File: src/rtl/core/rifx_pkg.sv
// Package for the replay identifier filter: table sizing, verdict codes,
// store request and compare result types. No dependencies.

package rifx_pkg;

  localparam int unsigned TableDepth = 64;
  localparam int unsigned PtrW       = $clog2(TableDepth);
  localparam int unsigned CntW       = $clog2(TableDepth + 1);
  localparam int unsigned IdW        = 64;
  localparam int unsigned TimeW      = 64;
  localparam int unsigned LifeW      = 32;

  localparam logic [LifeW-1:0] LifetimeReset = LifeW'(60 * 1000 * 1000);

  typedef enum logic [1:0] {
    VerdictFresh  = 2'd0,
    VerdictReplay = 2'd1,
    VerdictFull   = 2'd2
  } verdict_e;

  typedef struct packed {
    logic [PtrW-1:0]  rd_addr;
    logic             wr_en;
    logic [PtrW-1:0]  wr_addr;
    logic [IdW-1:0]   wr_id;
    logic [TimeW-1:0] wr_expiry;
    logic             clr_en;
    logic [PtrW-1:0]  clr_addr;
  } store_req_t;

  typedef struct packed {
    logic [IdW-1:0]   rd_id;
    logic [TimeW-1:0] rd_expiry;
    logic             rd_valid;
  } store_rsp_t;

  typedef struct packed {
    logic lt;
    logic eq;
  } cmp_res_t;

  function automatic logic [PtrW-1:0] next_slot(input logic [PtrW-1:0] p);
    logic [PtrW-1:0] r;
    if (p == PtrW'(TableDepth - 1)) begin
      r = '0;
    end else begin
      r = p + PtrW'(1);
    end
    return r;
  endfunction

endpackage

File: src/rtl/core/rifx_cmp.sv
// Shared 64-bit compare unit used by the eviction walk and the lookup scan.
// Depends on rifx_pkg.

module rifx_cmp (
  input  logic [rifx_pkg::TimeW-1:0] op_a_i,
  input  logic [rifx_pkg::TimeW-1:0] op_b_i,
  output rifx_pkg::cmp_res_t         res_o
);

  always_comb begin
    res_o.lt = (op_a_i < op_b_i);
    res_o.eq = (op_a_i == op_b_i);
  end

endmodule

File: config.mk
export PLATFORM = sky130hd
export DESIGN_NAME = rifx_cmp
export DESIGN_NICKNAME = d
export VERILOG_FILES = /design/src/rtl/core/rifx_pkg.sv /design/src/rtl/core/rifx_cmp.sv
export SDC_FILE = /design/constraint.sdc
export NUM_CORES = 1
export LEC_CHECK = 0
export ABC_AREA = 1
export BUFFER_PORTS_ARGS = -buffer_cell sky130_fd_sc_hd__buf_2
export CORE_MARGIN = 2
export CORE_UTILIZATION = 39
export DETAILED_ROUTE_END_ITERATION = 16
export PLACE_DENSITY_LB_ADDON = 0.05
export SLEW_MARGIN = 25
export SYNTH_ARGS = -nofsm -noshare
export SYNTH_HDL_FRONTEND = slang
export SYNTH_SLANG_ARGS = --single-unit
File: constraint.sdc
create_clock -name vclk -period 1.3
set_clock_uncertainty 0.15 [all_clocks]
set_input_delay 0.065 -clock vclk [all_inputs]
set_output_delay 0.065 -clock vclk [all_outputs]
set_load 0.02 [all_outputs]
### Word-level counts from Yosys, hierarchy flattened

Cells that the tools add are included.

* add/subtract/negate cells: 0
* multipliers: 0
* divide/modulo/power cells: 0
* magnitude comparators: 1
* eq/ne operators: 1
* shifts and indexed selects: 0
* muxes and demuxes: 0
* bitwise gates (word level): 0
* reduce and logical (&&, ||, !) cells: 0

Operators by type and width (number)
* 64-bit == test: 1
* 64-bit < comparator: 1

* register bits: 0
* latch bits: 0
* bits in writable memories: 0
* ROM bits: 0
* output and inout port bits: 2
* word-level logic and storage cells: 2
* memories: 0

### Logic depth before layout (Yosys ltp)

Gate-level depths: netlist of run 1.

* word-level depth: 1
* mapped depth: 14
* gate-level depth less buffers: 14

### Worst setup path before layout of run 1

Ideal clock, no wire load.

* path type: input-to-output
* start point: input port op_b_i[61] in the netlist's numbering
* end point: output port res_o[1] in the netlist's numbering
* arrival: 1.222 ns
* data required time: 1.085 ns
* slack: -0.137 ns
* stages: 9
* buffers on the path: 0
* cell sequence: inv_1 > ha_1 > a21oi_1 > nor2_1 > nor3_1 > nand2_1 > a21oi_1 > nand2_1 > a21oi_1

RTL lines
* from (decl): RTL line rifx_cmp.sv:6 `input logic [rifx_pkg::TimeW-1:0] op_b_i,`
* to (decl): RTL line rifx_cmp.sv:7 `output rifx_pkg::cmp_res_t res_o`

==> summary.txt, run 1 <==
Run status
  – Status: finished with violations
  – Failing checks: setup timing

Yosys
  – Avg Inst Size Synth: 6.19 µm²
  – Top post-synthesis cells by area: ha_1 47%, inv_1 17%, nand2_1 14%
  – Post-synth top area share: 46.5%
  – Register area share after synthesis: 0%
  – Most frequent cell after synthesis: inv_1
  – Warnings from Yosys: 0
  – Mapped Area: 1720 µm²
  – Cells after Synth: 278
  – Synth area leader: ha_1
  – Post-synth top cells: 77 x inv_1, 65 x nand2_1, 64 x ha_1
  – Distinct cells, synth: 17
  – Syn Nets: 470

Layout
  – Area grow syn2layout: 72.5%
  – # diodes: 0
  – Sequential cells: 0
  – Layout fillers: 374
  – Non-filler instance count after layout: 465
  – Nets: 607
  – Clock buffer cells: 0
  – Register area: 0 µm²
  – Share of cells above drive strength 1: 48.2%

Floorplan
  – # rows: 24
  – Die area: 4960 µm²
  – CORE AREA: 4290 µm²
  – Die height: 70.4 µm
  – Io pins: 130
  – Width of the die: 70.4 µm
  – Initial Utilization: 40.1%

Placed design
  – I/O Buffers: 130
  – Final HPWL DP: 3660 µm
  – Number of instances in the placed design: 461
  – GPL Wtd Cong: 0.807

Timing
  – Min setup slack post-route: -0.237 ns
  – Slew Viols, Final: 0
  – Worst-margin pin slew: 0.273 ns
  – Max Fclk: 651 MHz
  – Setup_tns: -0.460 ns
  – RSZ-0062 raised after global routing: true
  – Finish-stage setup viols: 2
  – Max-slew headroom: 81.7%
  – Final period utilization: 118%
  – Min Hold Slack: 0.595 ns
  – Fin crit period: 1.54 ns
  – Final hold vios: 0

Worst setup path
  – Top fanout value on the critical path: 3
  – Worst setup startpoint: op_a_i[63]
  – CP required: 1.09 ns
  – Crit path kind: in -> out
  – Crit path launch type: input port
  – Worst Path Arrival: 1.32 ns
  – Nature of the critical path endpoint: primary output

Route
  – DR WL/cell: 9.26 µm
  – Vias/cell: 4.48
  – Drt drc: 0
  – Routed WL: 4310 µm
  – Detailed Route Iter0 Violations: 18
  – Final antenna-violating net count: 0
  – First-pass detailed-route iteration total: 4
  – Via count: 2084

GRT
  – Largest net degree at the start of global routing: 4
  – Initial antenna violation count: 0
  – First-pass GRT wire length: 7660 µm
  – Global Route Usage Sum: 17.5%
  – Gr ovfl total: 0
  – Vias in the first global route: 2041

Pwr
  – Pwr/cell area: 295 nW/µm²
  – Lkg Pwr: 1.78 nW
  – Final Power: 877 µW
  – Max VDD drop: 0.157 mV

Min path
  – Min-delay worst type: in -> out
  – Hold path startpoint: op_a_i[23]

Clock network
  – # hold bufs at CTS: 0

Run
  – Maxcap violations: 0
-- report_power, final --
group / internal [mW] / leakage, nW / switching [mW] / total (mW)
Combinational: 0.466 / 1.78 / 0.412 / 0.877
Clock: 0 / 0 / 0 / 0
Sequential: 0 / 0 / 0 / 0
-- cell usage in the layout (no fill, tap or decap), drive strengths merged --
cell type / Yosys / routed
nor3: 5 / 5
ha: 64 / 64
o21bai: 2 / 2
inv: 77 / 77
o21ai: 5 / 5
nand2: 67 / 67
a21oi: 28 / 28
buf: 0 / 135
nand3: 4 / 4
nor2: 17 / 17
o21a: 2 / 2
nor4: 2 / 2
nand4: 4 / 4
a21o: 1 / 1
-- kinds of logic after synthesis --
group                      Yosys count  share of synthesized area [%]
and+or+nand+nor                     99                           24.9
buffers and inverters               77                           16.8
adders and majority gates           64                           46.5
AOI/OAI and AO/OA                   38                           11.8
-- critical path, cell delays in order --
cell	delay [ns]
buf_2	0.12
ha_4	0.28
nand2_4	0.05
buf_12	0.12
nor4_4	0.19
nand2_2	0.13
inv_1	0.07
nand2_1	0.04
nand2_1	0.07
a21oi_2	0.04
buf_6	0.13
-- metrics by stage --
| step | instance area [µm²] | worst slack (ns) | util [%] |
|---|---|---|---|
| 2_1_floorplan | 1840 | -0.0305 | - |
| 3_3_place_gp | 2560 | -0.380 | 59.7 |
| 3_5_place_dp | 2560 | -0.386 | 59.7 |
| 4_1_cts | 2920 | -0.222 | 68.0 |
| 5_1_grt | 2970 | -0.340 | 69.1 |
| 6_report | 2970 | -0.237 | 69.1 |
-- layout make-up --
| type | count | area, µm² | area share, % |
|---|---|---|---|
| inverters | 77 | 314 | 10.6 |
| well taps | 52 | 65.1 | 2.19 |
| repair buffers | 135 | 757 | 25.5 |
| multi-input cells | 201 | 1830 | 61.7 |
-- worst paths after layout --
check	cells after the start	slack, ns	to
setup / recovery	11	-0.24	res_o[1]
hold / removal	8	0.59	res_o[1]
-- timing repair --
item / in CTS / in global routing
buffers inserted: 4 / 0
pin swaps: 32 / 4
gates resized for setup: 53 / 7
setup endpoints to repair: 2 / 2
-- metal layers --
layer / up-vias / GRT usage (%) / routed length, µm
li1: 1152 / - / -
met4: 0 / 1.50 / 38
met5: - / 0 / 0
met1: 855 / 20.4 / 1790
met3: 4 / 1.59 / 337
met2: 73 / 35.1 / 2140
Note: power is estimated with default switching activity, not from simulation.
==> inputs of run 2 (changes only) <==
--- a/config.mk
+++ b/config.mk
@@ -11,7 +11,7 @@
 export CORE_UTILIZATION = 39
 export DETAILED_ROUTE_END_ITERATION = 16
 export PLACE_DENSITY_LB_ADDON = 0.05
-export SLEW_MARGIN = 25
+export SLEW_MARGIN = 20
 export SYNTH_ARGS = -nofsm -noshare
 export SYNTH_HDL_FRONTEND = slang
 export SYNTH_SLANG_ARGS = --single-unit
==> constraint.sdc (replaced) <==
create_clock -name vclk -period 1.4
set_clock_uncertainty 0.15 [all_clocks]
set_input_delay 0.07 -clock vclk [all_inputs]
set_output_delay 0.07 -clock vclk [all_outputs]
set_load 0.02 [all_outputs]
==> run 2 against run 1 <==
Effect of this change: first-iteration DRC count grew 50%; highest routed layer unchanged; global-route usage shrank 2.5 points; the flow still finishes with violations (setup timing); design area shrank 6.7%; count of clock-buffer cells in the layout is the same; cell count grew 0.22%; via count shrank 1.2%; combinational power shrank 17%; hold slack gained 0.0042 ns; core utilization shrank 4.7 points.
==> summary.txt, run 2 (synthesis gave the netlist of run 1 again) <==
Floorplan
  – # rows: 24
  – Die area: 4960 µm²
  – Width of the die: 70.4 µm
  – Io pins: 130
  – CORE AREA: 4290 µm²
  – Initial Utilization: 40.1%
  – Die height: 70.4 µm

Timing
  – Final hold vios: 0
  – Fin crit period: 1.63 ns
  – Final period utilization: 116%
  – Max Fclk: 615 MHz
  – Max-slew headroom: 84.4%
  – Worst-margin pin slew: 0.233 ns
  – Finish-stage setup viols: 2
  – Min setup slack post-route: -0.226 ns
  – RSZ-0062 raised after global routing: true
  – Slew Viols, Final: 0
  – Setup_tns: -0.376 ns

GRT
  – Largest net degree at the start of global routing: 4
  – Grt met3 use: 1.15%
  – Initial antenna violation count: 0
  – First-pass GRT wire length: 6540 µm
  – Global Route Usage Sum: 15.0%
  – Vias in the first global route: 1730
  – Gr ovfl total: 0
  – Routing usage on met1: 19.7%
  – M2 GR Usage: 28.3%
  – Global route hottest layer: met2

Pwr
  – Lkg Pwr: 1.78 nW
  – Final Power: 730 µW
  – Max VDD drop: 0.132 mV
  – Pwr/cell area: 263 nW/µm²

Route
  – Routed WL: 4300 µm
  – First-pass detailed-route iteration total: 4
  – Via count: 2059
  – Detailed Route Iter0 Violations: 27
  – Vias/cell: 4.42
  – Final antenna-violating net count: 0
  – DR WL/cell: 9.23 µm
  – Drt drc: 0

Worst setup path
  – CP required: 1.18 ns
  – Crit path kind: in -> out
  – Crit path launch type: input port
  – Worst Path Arrival: 1.41 ns
  – Top fanout value on the critical path: 2
  – Nature of the critical path endpoint: primary output

Min path
  – Min-delay worst type: in -> out
  – Hold path startpoint: op_a_i[63]
  – Min-Delay Path Depth: 8
  – WHS Endpoint: res_o[1]

Run
  – Maxcap violations: 0

Placed design
  – GPL Wtd Cong: 0.789
  – Post-placement cell area: 2470 µm²
  – I/O Buffers: 130
  – Final HPWL DP: 3640 µm
  – Number of instances in the placed design: 463

Run status
  – Status: finished with violations
  – Failing checks: setup timing

Layout
  – Commonest non-fill, non-tap cell in the layout: buf_2
  – Non-filler instance count after layout: 466
  – Most frequent cells in the layout: 121 x buf_2, 69 x inv_1, 59 x nand2_1
  – Nets: 608
  – Register area: 0 µm²
  – Final instance area: 2770 µm²
  – Layout fillers: 416
  – Share of cells above drive strength 1: 42.5%
  – Fin util: 64.5%
  – Area grow syn2layout: 60.8%
  – Clock buffer cells: 0
  – Sequential cells: 0
  – # diodes: 0
==> run 2: report_power, final <==
| part | total [mW] | switching [mW] | internal (mW) |
|---|---|---|---|
| logic | 0.730 | 0.344 | 0.385 |
| registers | 0 | 0 | 0 |
| clock network | 0 | 0 | 0 |
| total | 0.730 | 0.344 | 0.385 |
==> run 2: how the worst max path moves through the flow <==
stage                           from  endpoint  slack, ns
after floorplan           op_b_i[63]  res_o[0]       0.03
after global placement    op_a_i[23]  res_o[0]      -0.22
after detailed placement  op_b_i[23]  res_o[0]      -0.23
after CTS                 op_b_i[31]  res_o[0]      -0.19
after global routing      op_b_i[21]  res_o[0]      -0.33
final                     op_a_i[21]  res_o[0]      -0.23
==> run 2: metrics by stage <==
stage / setup slack (ns) / hold slack (ns)
finish: -0.226 / 0.599
global route: -0.331 / 0.677
CTS: -0.194 / 0.601
detailed placement: -0.233 / 0.590
global placement: -0.218 / 0.593
floorplan: 0.0309 / 0.350
==> run 2: critical path, cell delays in order <==
cell	delay, ns
buf_6	0.10
ha_4	0.27
nand2_4	0.05
nor2_4	0.10
nand4_1	0.15
nor2_4	0.15
nand4_1	0.15
nor3_4	0.22
buf_6	0.14
==> run 2: area by class of cell <==
cell class | instances | area (µm²) | share of cell area (%)
multi-input combinational | 201 | 1660 | 59.8
timing repair buffer | 136 | 756 | 27.3
inverter | 77 | 292 | 10.5
tap | 52 | 65.1 | 2.35
==> run 2: repair_timing <==
item                       CTS  global route
setup endpoints to repair    2             2
buffers inserted             1             2
hold buffers                 0             0
gates resized for setup     18            34
pin swaps                    9            18
==> run 2: routing by layer <==
metal / part of all wire, % / vias to the layer above
met5: 0 / -
met4: 1.0 / 0
met3: 7.6 / 4
met2: 49 / 70
met1: 43 / 825
li1: - / 1160
